**config.mk**
```make
export PLATFORM = sky130hd
export DESIGN_NAME = ini_line_classifier
export DESIGN_NICKNAME = d
export VERILOG_FILES = /design/src/hw/rtl/ilc_pkg.sv /design/src/hw/rtl/ilc_fifo.sv /design/src/hw/rtl/ilc_front.sv /design/src/hw/rtl/ilc_back.sv /design/src/hw/rtl/ini_line_classifier.sv
export VERILOG_INCLUDE_DIRS = /design/src /design/src/hw/rtl
export SDC_FILE = /design/constraint.sdc
export NUM_CORES = 1
export LEC_CHECK = 0
export BUFFER_PORTS_ARGS = -buffer_cell sky130_fd_sc_hd__buf_2
export CAP_MARGIN = 20
export CELL_PAD_IN_SITES_DETAIL_PLACEMENT = 2
export CELL_PAD_IN_SITES_GLOBAL_PLACEMENT = 2
export CORE_ASPECT_RATIO = 1.2
export CORE_MARGIN = 1
export CORE_UTILIZATION = 40
export DETAILED_ROUTE_END_ITERATION = 7
export GPL_ROUTABILITY_DRIVEN = 1
export PLACE_DENSITY_LB_ADDON = 0.15
export REMOVE_ABC_BUFFERS = 1
export SLEW_MARGIN = 10
export SYNTH_ARGS = -nofsm -noshare
export SYNTH_HDL_FRONTEND = slang
export SYNTH_SLANG_ARGS = --single-unit
```
**constraint.sdc**
```tcl
create_clock -name i_clk -period 5.1 [get_ports i_clk]
set_input_delay 1.53 -clock i_clk [delete_from_list [all_inputs] [get_ports i_clk]]
set_output_delay 1.53 -clock i_clk [all_outputs]
set_load 0.01 [all_outputs]
```
**src/hw/rtl/assert_macros.svh**
```systemverilog
// Assertion helpers for the RTL. Each use stands on a line of its own.
`ifndef ASSERT_MACROS_SVH
`define ASSERT_MACROS_SVH

// The consequent must hold in the same cycle as the antecedent.
`define ASSERT_IMPLIES(lbl, clk, rst_n, ante, cons) \
    lbl: assert property (@(posedge clk) disable iff (!(rst_n)) (ante) |-> (cons)) \
        else $error("implication check failed");

// The consequent must hold in the cycle after the antecedent.
`define ASSERT_NEXT(lbl, clk, rst_n, ante, cons) \
    lbl: assert property (@(posedge clk) disable iff (!(rst_n)) (ante) |=> (cons)) \
        else $error("next-cycle check failed");

`endif

```
**src/hw/rtl/ilc_pkg.sv**
```systemverilog
package ilc_pkg;

    // Line length limit; lines of this length or more are invalid.
    localparam int ILC_MAX_LINE  = 1024;
    // Depths of the character request queue and of the result queue.
    localparam int ILC_CMD_DEPTH = 2;
    localparam int ILC_RES_DEPTH = 2;

    // Character classes handed from the front to the back.
    typedef logic [2:0] t_class;
    localparam t_class CL_OTHER  = 3'd0;
    localparam t_class CL_BLANK  = 3'd1;
    localparam t_class CL_LBRACK = 3'd2;
    localparam t_class CL_RBRACK = 3'd3;
    localparam t_class CL_EQ     = 3'd4;
    localparam t_class CL_TAG    = 3'd5;
    localparam t_class CL_END    = 3'd6;

    // Character codes of interest.
    localparam logic [15:0] CH_LBRACK = 16'h005B;
    localparam logic [15:0] CH_RBRACK = 16'h005D;
    localparam logic [15:0] CH_EQ     = 16'h003D;
    localparam logic [15:0] CH_HASH   = 16'h0023;
    localparam logic [15:0] CH_SEMI   = 16'h003B;
    localparam logic [15:0] CH_SPACE  = 16'h0020;
    localparam logic [15:0] CH_TAB    = 16'h0009;
    localparam logic [15:0] CH_CR     = 16'h000D;

    // Line types.
    localparam logic [2:0] T_INVALID = 3'd0;
    localparam logic [2:0] T_EMPTY   = 3'd1;
    localparam logic [2:0] T_SECT    = 3'd2;
    localparam logic [2:0] T_KEYVAL  = 3'd3;
    localparam logic [2:0] T_COMMENT = 3'd4;

    // Head of the character queue as seen by the back.
    typedef struct packed {
        logic   empty;
        t_class cls;
    } t_cmd_head;

    // One result of a finished line.
    typedef struct packed {
        logic [2:0] line_type;
        logic [9:0] name_start;
        logic [9:0] name_len;
        logic [9:0] value_start;
        logic [9:0] value_len;
        logic [9:0] comment_start;
        logic [9:0] comment_len;
    } t_result;

    // Reduce a character request to the class that the parser needs.
    function automatic t_class ilc_classify(input logic [15:0] ch, input logic line_end);
        t_class cls;
        if (line_end) begin
            cls = CL_END;
        end else if (ch inside {[CH_TAB:CH_CR], CH_SPACE}) begin
            cls = CL_BLANK;
        end else if (ch == CH_LBRACK) begin
            cls = CL_LBRACK;
        end else if (ch == CH_RBRACK) begin
            cls = CL_RBRACK;
        end else if (ch == CH_EQ) begin
            cls = CL_EQ;
        end else if (ch inside {CH_HASH, CH_SEMI}) begin
            cls = CL_TAG;
        end else begin
            cls = CL_OTHER;
        end
        return cls;
    endfunction

endpackage

```
**src/hw/rtl/ilc_fifo.sv**
```systemverilog
module ilc_fifo #(
    parameter int WIDTH = 8,
    parameter int DEPTH = 2
) (
    input  logic             i_clk,
    input  logic             i_rst_n,
    input  logic             i_push,
    input  logic [WIDTH-1:0] i_data,
    output logic             o_full,
    input  logic             i_pop,
    output logic [WIDTH-1:0] o_data,
    output logic             o_empty
);

    localparam int AW = (DEPTH > 1) ? $clog2(DEPTH) : 1;
    localparam int CW = $clog2(DEPTH + 1);

    logic [WIDTH-1:0] r_mem [DEPTH];
    logic [AW-1:0]    r_wr_ptr, n_wr_ptr;
    logic [AW-1:0]    r_rd_ptr, n_rd_ptr;
    logic [CW-1:0]    r_count, n_count;
    logic             wr_en, rd_en;

    assign o_full  = (r_count == CW'(DEPTH));
    assign o_empty = (r_count == '0);
    assign wr_en   = i_push && !o_full;
    assign rd_en   = i_pop && !o_empty;
    assign o_data  = r_mem[r_rd_ptr];

    // Pointer and occupancy updates, with wrap at the queue depth.
    always_comb begin
        n_wr_ptr = r_wr_ptr;
        n_rd_ptr = r_rd_ptr;
        n_count  = r_count;
        if (wr_en) begin
            n_wr_ptr = (r_wr_ptr == AW'(DEPTH - 1)) ? '0 : r_wr_ptr + 1'b1;
        end
        if (rd_en) begin
            n_rd_ptr = (r_rd_ptr == AW'(DEPTH - 1)) ? '0 : r_rd_ptr + 1'b1;
        end
        if (wr_en && !rd_en) begin
            n_count = r_count + 1'b1;
        end else if (rd_en && !wr_en) begin
            n_count = r_count - 1'b1;
        end
    end

    always_ff @(posedge i_clk) begin
        if (!i_rst_n) begin
            r_wr_ptr <= '0;
            r_rd_ptr <= '0;
            r_count  <= '0;
        end else begin
            r_wr_ptr <= n_wr_ptr;
            r_rd_ptr <= n_rd_ptr;
            r_count  <= n_count;
        end
    end

    // Entry storage needs no reset.
    always_ff @(posedge i_clk) begin
        if (wr_en) begin
            r_mem[r_wr_ptr] <= i_data;
        end
    end

endmodule

```
**src/hw/rtl/ilc_front.sv**
```systemverilog
module ilc_front
    import ilc_pkg::*;
#(
    parameter int CMD_DEPTH = ILC_CMD_DEPTH
) (
    input  logic        i_clk,
    input  logic        i_rst_n,
    input  logic        push,
    output logic        full,
    input  logic [15:0] i_ch,
    input  logic        i_line_end,
    output t_cmd_head   o_head,
    input  logic        i_pop
);

    t_class in_cls;
    t_class head_cls;
    logic   head_empty;

    // Each request is reduced to its class on the way into the queue.
    assign in_cls = ilc_classify(i_ch, i_line_end);

    ilc_fifo #(
        .WIDTH ($bits(t_class)),
        .DEPTH (CMD_DEPTH)
    ) u_cmd_fifo (
        .i_clk   (i_clk),
        .i_rst_n (i_rst_n),
        .i_push  (push),
        .i_data  (in_cls),
        .o_full  (full),
        .i_pop   (i_pop),
        .o_data  (head_cls),
        .o_empty (head_empty)
    );

    assign o_head.empty = head_empty;
    assign o_head.cls   = head_cls;

endmodule

```
**src/hw/rtl/ilc_back.sv**
```systemverilog
module ilc_back
    import ilc_pkg::*;
#(
    parameter int MAX_LINE  = ILC_MAX_LINE,
    parameter int RES_DEPTH = ILC_RES_DEPTH
) (
    input  logic      i_clk,
    input  logic      i_rst_n,
    input  t_cmd_head i_head,
    output logic      o_pop,
    input  logic      pop,
    output logic      empty,
    output t_result   o_result
);

    localparam int POS_W = $clog2(MAX_LINE + 1);

    // Parser phases.
    localparam logic [2:0] PH_START      = 3'd0;
    localparam logic [2:0] PH_COMMENT    = 3'd1;
    localparam logic [2:0] PH_SECT_OPEN  = 3'd2;
    localparam logic [2:0] PH_SECT_NAME  = 3'd3;
    localparam logic [2:0] PH_AFTER_SECT = 3'd4;
    localparam logic [2:0] PH_KEY_NAME   = 3'd5;
    localparam logic [2:0] PH_AFTER_EQ   = 3'd6;
    localparam logic [2:0] PH_VALUE      = 3'd7;

    logic [2:0]       r_phase, n_phase;
    logic [2:0]       r_pending, n_pending;
    logic             r_fixed, n_fixed;
    logic [POS_W-1:0] r_pos, n_pos;
    logic [9:0]       r_begin, n_begin;
    logic [9:0]       r_last, n_last;
    logic [9:0]       r_name_start, n_name_start;
    logic [9:0]       r_name_len, n_name_len;
    logic [9:0]       r_val_start, n_val_start;
    logic [9:0]       r_val_len, n_val_len;

    logic [9:0] pos10;
    logic [9:0] span_len;
    logic       res_full;
    logic       res_push;
    t_result    res_data;
    logic       is_blank, is_tag;

    assign pos10    = 10'(r_pos);
    assign span_len = r_last - r_begin + 10'd1;
    assign is_blank = (i_head.cls == CL_BLANK);
    assign is_tag   = (i_head.cls == CL_TAG);

    // Per-character state transition and line completion.
    always_comb begin
        n_phase      = r_phase;
        n_pending    = r_pending;
        n_fixed      = r_fixed;
        n_pos        = r_pos;
        n_begin      = r_begin;
        n_last       = r_last;
        n_name_start = r_name_start;
        n_name_len   = r_name_len;
        n_val_start  = r_val_start;
        n_val_len    = r_val_len;
        o_pop        = 1'b0;
        res_push     = 1'b0;
        res_data     = '0;

        if (!i_head.empty) begin
            if (i_head.cls == CL_END) begin
                if (!res_full) begin
                    o_pop    = 1'b1;
                    res_push = 1'b1;
                    res_data.name_start  = r_name_start;
                    res_data.name_len    = r_name_len;
                    res_data.value_start = r_val_start;
                    res_data.value_len   = r_val_len;
                    case (r_phase)
                        PH_START: begin
                            res_data.line_type = T_EMPTY;
                        end
                        PH_COMMENT: begin
                            res_data.line_type     = r_pending;
                            res_data.comment_start = r_begin;
                            res_data.comment_len   = pos10 - r_begin;
                        end
                        PH_AFTER_SECT: begin
                            res_data.line_type = r_pending;
                        end
                        PH_AFTER_EQ: begin
                            res_data.line_type = T_KEYVAL;
                        end
                        PH_VALUE: begin
                            res_data.line_type   = T_KEYVAL;
                            res_data.value_start = r_begin;
                            res_data.value_len   = span_len;
                        end
                        default: begin
                            res_data.line_type = T_INVALID;
                        end
                    endcase
                    if (r_fixed || (r_pos >= POS_W'(MAX_LINE))) begin
                        res_data.line_type = T_INVALID;
                    end
                    // Invalid and empty lines carry no spans.
                    if (res_data.line_type == T_INVALID || res_data.line_type == T_EMPTY) begin
                        res_data = '0;
                        res_data.line_type = (r_fixed || (r_pos >= POS_W'(MAX_LINE)))
                                             ? T_INVALID
                                             : ((r_phase == PH_START) ? T_EMPTY : T_INVALID);
                    end
                    // Every per-line item returns to its start value.
                    n_phase      = PH_START;
                    n_pending    = T_COMMENT;
                    n_fixed      = 1'b0;
                    n_pos        = '0;
                    n_begin      = '0;
                    n_last       = '0;
                    n_name_start = '0;
                    n_name_len   = '0;
                    n_val_start  = '0;
                    n_val_len    = '0;
                end
            end else begin
                o_pop = 1'b1;
                if (r_pos < POS_W'(MAX_LINE)) begin
                    n_pos = r_pos + 1'b1;
                    if (!r_fixed) begin
                        case (r_phase)
                            PH_START: begin
                                if (i_head.cls == CL_LBRACK) begin
                                    n_phase = PH_SECT_OPEN;
                                end else if (is_tag) begin
                                    n_begin = pos10;
                                    n_last  = pos10;
                                    n_phase = PH_COMMENT;
                                end else if (!is_blank) begin
                                    n_begin = pos10;
                                    n_last  = pos10;
                                    n_phase = PH_KEY_NAME;
                                end
                            end
                            PH_SECT_OPEN: begin
                                if (i_head.cls == CL_LBRACK || i_head.cls == CL_RBRACK) begin
                                    n_fixed = 1'b1;
                                end else if (!is_blank) begin
                                    n_begin = pos10;
                                    n_last  = pos10;
                                    n_phase = PH_SECT_NAME;
                                end
                            end
                            PH_SECT_NAME: begin
                                if (i_head.cls == CL_RBRACK) begin
                                    n_name_start = r_begin;
                                    n_name_len   = span_len;
                                    n_pending    = T_SECT;
                                    n_phase      = PH_AFTER_SECT;
                                end else if (i_head.cls == CL_LBRACK) begin
                                    n_fixed = 1'b1;
                                end else if (!is_blank) begin
                                    n_last = pos10;
                                end
                            end
                            PH_AFTER_SECT: begin
                                if (is_tag) begin
                                    n_begin = pos10;
                                    n_last  = pos10;
                                    n_phase = PH_COMMENT;
                                end
                            end
                            PH_KEY_NAME: begin
                                if (i_head.cls == CL_EQ) begin
                                    n_name_start = r_begin;
                                    n_name_len   = span_len;
                                    n_phase      = PH_AFTER_EQ;
                                end else if (!is_blank) begin
                                    n_last = pos10;
                                end
                            end
                            PH_AFTER_EQ: begin
                                if (is_tag) begin
                                    n_pending = T_KEYVAL;
                                    n_begin   = pos10;
                                    n_last    = pos10;
                                    n_phase   = PH_COMMENT;
                                end else if (!is_blank) begin
                                    n_begin = pos10;
                                    n_last  = pos10;
                                    n_phase = PH_VALUE;
                                end
                            end
                            PH_VALUE: begin
                                if (is_tag) begin
                                    n_val_start = r_begin;
                                    n_val_len   = span_len;
                                    n_pending   = T_KEYVAL;
                                    n_begin     = pos10;
                                    n_last      = pos10;
                                    n_phase     = PH_COMMENT;
                                end else if (!is_blank) begin
                                    n_last = pos10;
                                end
                            end
                            default: begin
                                // The comment runs to the end of the line.
                            end
                        endcase
                    end
                end
            end
        end
    end

    always_ff @(posedge i_clk) begin
        if (!i_rst_n) begin
            r_phase      <= PH_START;
            r_pending    <= T_COMMENT;
            r_fixed      <= 1'b0;
            r_pos        <= '0;
            r_begin      <= '0;
            r_last       <= '0;
            r_name_start <= '0;
            r_name_len   <= '0;
            r_val_start  <= '0;
            r_val_len    <= '0;
        end else begin
            r_phase      <= n_phase;
            r_pending    <= n_pending;
            r_fixed      <= n_fixed;
            r_pos        <= n_pos;
            r_begin      <= n_begin;
            r_last       <= n_last;
            r_name_start <= n_name_start;
            r_name_len   <= n_name_len;
            r_val_start  <= n_val_start;
            r_val_len    <= n_val_len;
        end
    end

    // Results wait here so that parsing goes on while the consumer stalls.
    ilc_fifo #(
        .WIDTH ($bits(t_result)),
        .DEPTH (RES_DEPTH)
    ) u_res_fifo (
        .i_clk   (i_clk),
        .i_rst_n (i_rst_n),
        .i_push  (res_push),
        .i_data  (res_data),
        .o_full  (res_full),
        .i_pop   (pop),
        .o_data  (o_result),
        .o_empty (empty)
    );

endmodule

```
**src/hw/rtl/ini_line_classifier.sv**
```systemverilog
// Throughput: one character request per cycle, sustained, set by the parser step in the
// back part; the input stalls only while the result queue is full.
// A line result is written into the result queue when the back takes the line's end
// request from the character queue; it takes it only while the result queue has room.
// Reset: synchronous, active low; empties both queues and returns the parser
// to the start of a line.
module ini_line_classifier
    import ilc_pkg::*;
#(
    parameter int MAX_LINE  = ILC_MAX_LINE,
    parameter int CMD_DEPTH = ILC_CMD_DEPTH,
    parameter int RES_DEPTH = ILC_RES_DEPTH
) (
    input  logic        i_clk,
    input  logic        i_rst_n,
    input  logic        push,
    output logic        full,
    input  logic [15:0] i_ch,
    input  logic        i_line_end,
    output logic        empty,
    input  logic        pop,
    output logic [2:0]  o_line_type,
    output logic [9:0]  o_name_start,
    output logic [9:0]  o_name_len,
    output logic [9:0]  o_value_start,
    output logic [9:0]  o_value_len,
    output logic [9:0]  o_comment_start,
    output logic [9:0]  o_comment_len
);

`include "assert_macros.svh"

    t_cmd_head cmd_head;
    logic      cmd_pop;
    t_result   result;
    logic      blank_line;
    logic      no_spans;
    logic      comment_line;
    logic      comment_ok;
    logic      sect_line;
    logic      sect_ok;
    logic      end_taken;

    // Front: classifies characters and queues them.
    ilc_front #(
        .CMD_DEPTH (CMD_DEPTH)
    ) u_front (
        .i_clk      (i_clk),
        .i_rst_n    (i_rst_n),
        .push       (push),
        .full       (full),
        .i_ch       (i_ch),
        .i_line_end (i_line_end),
        .o_head     (cmd_head),
        .i_pop      (cmd_pop)
    );

    // Back: runs the line parser and queues the results.
    ilc_back #(
        .MAX_LINE  (MAX_LINE),
        .RES_DEPTH (RES_DEPTH)
    ) u_back (
        .i_clk    (i_clk),
        .i_rst_n  (i_rst_n),
        .i_head   (cmd_head),
        .o_pop    (cmd_pop),
        .pop      (pop),
        .empty    (empty),
        .o_result (result)
    );

    assign o_line_type     = result.line_type;
    assign o_name_start    = result.name_start;
    assign o_name_len      = result.name_len;
    assign o_value_start   = result.value_start;
    assign o_value_len     = result.value_len;
    assign o_comment_start = result.comment_start;
    assign o_comment_len   = result.comment_len;

    // Terms used by the checks below.
    assign blank_line   = !empty && ((o_line_type == T_INVALID) || (o_line_type == T_EMPTY));
    assign no_spans     = (o_name_start == '0) && (o_name_len == '0)
                          && (o_value_start == '0) && (o_value_len == '0)
                          && (o_comment_start == '0) && (o_comment_len == '0);
    assign comment_line = !empty && (o_line_type == T_COMMENT);
    assign comment_ok   = (o_comment_len != '0) && (o_name_len == '0);
    assign sect_line    = !empty && (o_line_type == T_SECT);
    assign sect_ok      = (o_name_len != '0) && (o_value_len == '0);
    assign end_taken    = cmd_pop && (cmd_head.cls == CL_END);

    // Invalid and empty lines must carry no spans at all.
    `ASSERT_IMPLIES(a_no_span_on_blank, i_clk, i_rst_n, blank_line, no_spans)

    // A comment-only line always has a comment of at least its tag.
    `ASSERT_IMPLIES(a_comment_len, i_clk, i_rst_n, comment_line, comment_ok)

    // A section always has a non-empty name.
    `ASSERT_IMPLIES(a_sect_name, i_clk, i_rst_n, sect_line, sect_ok)

    // The back never drains the character queue when it is empty.
    `ASSERT_IMPLIES(a_pop_empty, i_clk, i_rst_n, cmd_head.empty, !cmd_pop)

    // A finished line is waiting in the result queue on the next cycle.
    `ASSERT_NEXT(a_res_written, i_clk, i_rst_n, end_taken, !empty)

endmodule

```
==> summary by stage, run 1 <==
Critical path
The sum of buffers and inverters on the critical path is 4. The highest net fanout along the worst path is 40. In this design, the stage delay of the slowest critical-path cell is 740 ps. The critical path class is register to register. The worst setup path is launched from a register. The cell type group with the largest total delay on the critical path is simple AND/OR/NAND/NOR gates. The capturing element type of the critical path is a register.

The critical path goes through and4b_1 -> nor2_2 -> buf_4 -> or3_4 -> inv_4 -> and4_1 -> buf_4 -> nand2_1 -> buf_4 -> nor4_1 -> nand2b_1. The data required time of the worst path is 5470 ps. The number of cells on the worst reg-to-reg path is 11.

The cell seen most often among critical-path stages is buf_4. STA puts the critical path data arrival time at 3820 ps. The slowest stage cell on the critical path is dfxtp_1. The critical path depth in cells is 11.

Timing
Measured against its own limit, the worst slew margin works out to 27.4%. The worst setup skew after layout is 25.2 ps. Setup total negative slack on the finished layout was measured at 0 ps.

The number of hold-slack violations in the final timing report is 0. The final max-slew violation count is 0. Setup violations remaining at the end of the flow were counted as 0. Setup repair after global routing left no endpoint under its margin. The minimum clock period after layout is 3450 ps. The final worst-path cycle share is 67.6%. The worst path meets setup with 1650 ps of slack. The slew of the pin with the lowest slew margin is 1090 ps. Derived from the worst setup path, the maximum achievable clock frequency is 290 MHz.

Layout
The layout has 2626 filler cells. The area of the multi-input gates is 0.00435 mm². The repair_antennas step left the layout with diodes totalling 0.

The core utilization of the finished layout is 46.8%. The library cell used most frequently in the layout, excluding fill and tap cells, is edfxtp_1. The post-synthesis to final-layout area growth is 15.0%. For this run, the number of standard cells in the final layout without fillers is 1354.

Across the whole layout, storage elements account for 0.00573 mm². The proportion of layout cells with a drive suffix above 1 is 21.4%. For this run, the post-layout net count is 1058. In the layout the commonest cells are edfxtp_1, nand2_1, dfxtp_1.

Synth
The synthesized area per cell is 11.1 µm². For this run, the number of Yosys warnings is 0. The area of the mapped netlist is 0.0104 mm². Summing the areas of all compound-gate instances in the mapped netlist gives 9.78% of the synthesized area. By area, the combinational part of the netlist is dominated by simple AND/OR/NAND/NOR gates. The adder-cell share of the synthesized area is 3.97%. Yosys mapped a number of flops with a built-in enable equal to 132. The post-synthesis simple-gate area fraction is 15.8%. The synthesized netlist devotes 3.03% of its cell area to XOR and XNOR gates. After synthesis, the share of flip-flops with an asynchronous set or reset is 0%. Synthesis inferred 220 register bits. The cell count after synthesis came out at 936. Of the post-synthesis cell area, the part taken by muxes is 9.06%.

The number of unique standard cell types used by synthesis is 71. The share of the Yosys chip area taken by registers is 55.1%. The most used flip-flop cell after synthesis is edfxtp_1.

Clock tree
The count of cells resized by post-cts repair is 0. The clock transition time at the flip-flop clock pins of the worst setup and hold paths is 60 ps. Hold repair after CTS inserted 0 buffers. CTS placed an instance of clkbuf_16 at the clock tree root. The count of buffers added by post-CTS timing repair for setup is 0. Clock tree synthesis inserted a total of 24 buffers.

The CTS tree is yes. The later-pin clock latency in the skew report is 520 ps. CTS built an H-tree with a depth of 1.

The buffer levels on the longest clock path is 3. The tree built by TritonCTS fans out to 220 sinks.

Floorplan
The core region is 0.0255 mm². 86 I/O pins were placed. The x dimension of the die is 149 µm. The total die area is 0.0266 mm². The initialized floorplan defines 64 standard-cell rows.

The initial cell density of the core is 40.7%. The floorplan die height is 179 µm.

Min path
The number of cells on the worst hold path is 2. The path category of the worst min-delay check is register to register.

Routing
The wire length after detailed routing is 28.5 mm. The detailed router finished its first iteration with 245 violations. The average routed wire per standard cell is 21.0 µm. The post-route antenna net violation count is 0. The total via count after detailed routing is 7447.

The number of iterations in the first detailed-routing pass is 4. The vias per cell is 5.50. The DRC violation count after routing is 0.

Place
The total instance count after detailed placement is 1310. The post-placement worst setup slack is 1600 ps. At the end of routability-driven placement, the weighted congestion stood at 0.776. Detailed placement ended at an HPWL of 19.4 mm. Input and output buffers added on the ports amount to 85.

Pwr
Power spread over the standard cell area amounts to 449 mW/mm². The leakage power total is 0.00407 µW. The worst ir drop on vdd is 0.306 mV.

Flow run
The max capacitance violation total is 0.

Global route
The most used routing layer is met2. The met1 global-route usage is 25.2%. The first global-routing pass estimated 45.0 mm of wire. Global routing consumed, over all layers together, 21.8% of the routing resources. The global routing met3 resource utilization is 2.43%. The maximum number of pins on one net before global-route repair is 64. For met2 alone, demand over resource in global routing was 42.4%. The initial antenna violation count is 0. Summed over all layers, the global routing overflow is 0. The via count of the first global-routing pass is 8094.

Run status
The flow ran to the end, and the final reports show no timing, DRC or antenna violations.
-- final timing paths --
kind                                           from                             to  slack, ps
worst min register to register  u_back.r_val_len[6]            u_back.r_val_len[6]        460
worst max-delay path                       register  u_back.u_res_fifo.r_mem[1][8]       1650
worst min-delay path            u_back.r_val_len[6]            u_back.r_val_len[6]        460
worst max register to register             register  u_back.u_res_fifo.r_mem[1][8]       1650
-- layout make-up --
cell class | instances | share of cell area, %
Multi-Input combinational cell | 633 | 36.4
Clock buffer | 36 | 6.09
Clock inverter | 8 | 0.565
Tap cell | 330 | 3.45
Inverter | 29 | 0.931
Timing Repair Buffer | 98 | 4.69
Sequential cell | 220 | 47.9
-- layer usage --
metal | vias to the layer above | wire (µm)
li1 | 3510 | -
met1 | 3799 | 11600
met2 | 108 | 15600
met3 | 30 | 776
met4 | 0 | 468
met5 | - | 0
-- worst register-to-register path: stages, from the launching register on --
cell and delay (ps):
dfxtp_1 740, and4b_1 350, nor2_2 50, buf_4 270
or3_4 500, inv_4 130, and4_1 190, buf_4 280
nand2_1 90, buf_4 240, nor4_1 300, nand2b_1 170
-- cells by family (layout without fill, tap and decap cells) --
logic type | count (synthesis) | after routing
xor gates and xnor gates | 36 | 36
adders and majority gates | 32 | 32
AOI/OAI and AO/OA | 151 | 151
DFF | 220 | 220
buffers and inverters | 83 | 171
and+or+nand+nor | 328 | 328
muxes | 86 | 86
-- cells in the mapped netlist (all sizes together), types with 3 or more instances --
cell     count  share of area, %
nand4       12              0.72
xor2        19               1.6
inv         29               1.1
o21ai       27               1.3
a32o         3              0.29
a21oi       36               1.7
and3         9              0.54
ha          29               3.5
dfxtp       88                17
o21a         6              0.43
a311oi       3              0.25
a31oi        5              0.30
nor4         3              0.18
edfxtp     132                38
a211oi       4              0.29
nand2       95               3.4
o21bai       3              0.22
nand3       47               2.3
o32ai        5              0.42
xnor2       17               1.4
or2          3              0.18
nor2        73               2.7
nand2b       8              0.48
a21o         5              0.36
nor4b        4              0.40
nor2b       10              0.60
or3          5              0.35
mux2        65               7.0
a21boi      32               2.3
nor3         9              0.54
and2        33               2.0
mux2i       21               2.0
buf         17              0.83
o2111ai      3              0.25
clkbuf      37               1.3
nand4b       4              0.34
-- report_power, final --
group          internal (µW)  total [µW]  switching, µW
clock                   1040        1740            699
combinational            615        1450            835
sequential              2020        2180            160
total                   3670        5360           1690
-- stage by stage --
step,cell area (µm²),power [µW],hold WS (ps)
2_1_floorplan,10200,3160,425
3_3_place_gp,11200,3650,435
3_5_place_dp,11200,3680,447
4_1_cts,12000,5440,459
5_1_grt,12000,5630,480
6_report,12000,5360,456
-- sequential cells by signal (all words and copies together), names as in the netlist, named ones only --
signal                       flops
u_back.r_begin                  10
u_back.r_fixed                   1
u_back.r_last                   10
u_back.r_name_len               10
u_back.r_name_start             10
u_back.r_pending                 3
u_back.r_phase                   3
u_back.r_pos                    11
u_back.r_val_len                10
u_back.r_val_start              10
u_back.u_res_fifo.r_count        2
u_back.u_res_fifo.r_mem        126
u_back.u_res_fifo.r_rd_ptr       1
u_back.u_res_fifo.r_wr_ptr       1
u_front.u_cmd_fifo.r_count       2
u_front.u_cmd_fifo.r_mem         6
u_front.u_cmd_fifo.r_rd_ptr      1
u_front.u_cmd_fifo.r_wr_ptr      1
(Power assumes the default switching activity.)
==> run 2, diff against run 1 <==
Clock period 5.1 ns to 3.2 ns, I/O delays scaled along.
==> summary by stage, run 2 (same netlist as run 1, synthesis figures left out) <==
Run status
The run finished with clean final reports.

Clock tree
Clock tree synthesis inserted a total of 24 buffers. After clock tree synthesis, the clock-pin slew on the worst setup and hold paths is 60 ps. The number of hold buffers added after cts is 0. The depth of the CTS H-tree is 1.

In this run the post-CTS setup repair buffer count came out at 0. Post-CTS repair changed the size of 0 cells. TritonCTS built the clock tree. Counting every sink on the clock net gives 220. For the worst-skew pair, the clock arrives at the later sink with an insertion delay of 520 ps.

The root buffer cell is clkbuf_16. The buffer levels on the longest clock path is 3.

Critical path
The critical path class is register to register. The highest net fanout along the worst path is 20. The data required time of the worst path is 3590 ps.

STA puts the critical path data arrival time at 3220 ps. STA classifies the critical path startpoint as a register. STA classifies the critical path endpoint as a register.

Pwr
Internal power comes to 5910 µW. The clock power share is 32.2%. For this design the ratio of total power to cell area is 722 mW/mm².

Summing internal, switching and leakage power gives 8690 µW. The net switching fraction of the power is 32.0%. The switching power is 2780 µW. The combinational power share is 28.8%.

The analysis attributes to cell leakage a power of 0.00412 µW. The fraction of power consumed by sequential logic is 39.0%. VDD sags by at most 0.539 mV.

Layout
The most common cell after layout, fill and taps aside is edfxtp_1. The area growth from synthesis to layout is 15.7%. In the final layout, the share of cells above drive strength 1 is 22.3%. The post-layout instance area is 0.0120 mm². u_back.u_res_fifo.r_mem holds more flip-flops than any other register. In the final design database the tool counted 1072 nets. The layout filler cell count is 2607. The flip-flop count of the largest register, all copies and words added is 126. The largest registers in the layout are u_back.u_res_fifo.r_mem x126, u_back.r_pos x11. The number of antenna cells inserted is 0. Leaving out fill and tap cells, the most frequent cells in the layout are edfxtp_1, nand2_1, dfxtp_1.

Global route
The via count of the first global-routing pass is 8355. The wire length of the first global-routing pass is 46.4 mm. Global routing used 22.7% of the available tracks across all layers. After global routing the overflow that remains totals 0. The initial antenna violation count was 0.

Entering global routing, the biggest net connects 64 pins.

Routing
The vias per cell is 5.53. In the final routed layout, each cell accounts on average for 21.6 µm. The total via count after detailed routing is 7564.

After the first detailed-routing iteration, the DRC count stood at 328. After detailed routing, the total wire length is 29.5 mm. The first TritonRoute pass finished after 4 iterations. Once detail routing completed, the nets flagged for antenna violations numbered 0. In the routed design, unresolved DRC markers number 0.

Place
The final weighted congestion in routability-driven placement is 0.834. Timing analysis after detailed placement gives a worst setup slack of 411 ps. Input and output buffers added on the ports amount to 85. The placed instances occupy a cell area of 0.0112 mm².

The half-perimeter wire length after placement is 19.6 mm.

Timing
Setup repair after global routing left no endpoint under its margin. The minimum hold slack is 450 ps. For the final database, setup skew stands at 25.2 ps. The least setup slack across all paths after layout is 362 ps. The maximum frequency from static timing analysis is 352 MHz. After layout, the minimum clock period comes to 2840 ps. The worst pin sits at a relative slew slack of 32.8%. For the pin with the worst max-slew slack, the measured transition is 1010 ps.

The setup TNS is 0 ps. Setup violations remaining at the end of the flow were counted as 0. The number of hold-slack violations in the final timing report was 0. The final max-slew violation count is 0. In the finished design, the share of the clock period the worst path needs comes to 88.7%.

Floorplan
The die is 149 µm wide. The floorplan die height is 179 µm. The total die area is 0.0266 mm².

The floorplan has 64 rows. The number of primary I/O pins is 86. The initial utilization of the core area, before any placement, comes to 40.7%. After floorplanning, the core was sized to cover 0.0255 mm².

Min path
The path category of the worst min-delay check is register to register.

Flow run
The tool flagged a number of max-cap violations equal to 0.
[run 2: cell types whose count changed in the layout (fill, tap and decap cells not counted)]
cell,change
nor2_2,-1
clkbuf_8,-4
clkbuf_16,-1
clkbuf_1,-3
buf_4,+16
clkinv_1,+3
bufinv_16,+2
nor2_1,+1
buf_12,-2
clkinvlp_4,+2
[run 2: area by class of cell]
| class | instances | area (µm²) | area share (%) |
|---|---|---|---|
| clock buffer | 28 | 637 | 5.29 |
| clock inverter | 15 | 154 | 1.28 |
| timing repair buffer | 112 | 641 | 5.33 |
| inverter | 29 | 111 | 0.926 |
| tap | 330 | 413 | 3.43 |
| sequential | 220 | 5730 | 47.6 |
| multi-input combinational | 633 | 4350 | 36.1 |
[run 2: worst max-delay path, cell delays in order, from the launching register on]
cell and delay, ps:
edfxtp_1 510, and4bb_1 360, nor2_2 50, or3_4 420, inv_4 130, nor2_2 100
or3_1 810, nand3_1 260, o21ai_1 90
[run 2: power by group through the flow]
stage	Clock (µW)	Combinational, µW	Sequential [µW]
floorplan	0	1510	3520
global placement	0	2480	3430
detailed placement	0	2520	3450
CTS	2870	2560	3390
global route	2960	2710	3410
finish	2800	2500	3390
[run 2: worst paths after layout]
check                                               startpoint  cells after the start  slack [ps]              endpoint
worst max-delay path            u_front.u_cmd_fifo.r_mem[0][0]                      8         360  u_back.r_name_len[9]
worst min-delay path                      u_back.r_name_len[3]                      2         450  u_back.r_name_len[3]
worst max register to register  u_front.u_cmd_fifo.r_mem[0][0]                      8         360  u_back.r_name_len[9]
worst min register to register            u_back.r_name_len[3]                      2         450  u_back.r_name_len[3]
[run 2: metal layers]
layer	vias up	routed length (µm)	global-route usage, %
met5	-	0	0
met4	0	724	6.59
met3	40	893	2.74
met2	131	15700	43.1
met1	3859	12100	26.2
li1	3534	-	-
[run 2: metrics by stage]
| stage | cells | util [%] |
|---|---|---|
| after floorplan | 882 | - |
| after global placement | 1324 | 44.0 |
| after detailed placement | 1324 | 44.0 |
| after CTS | 1367 | 47.1 |
| after global routing | 1367 | 47.1 |
| final | 1367 | 47.1 |
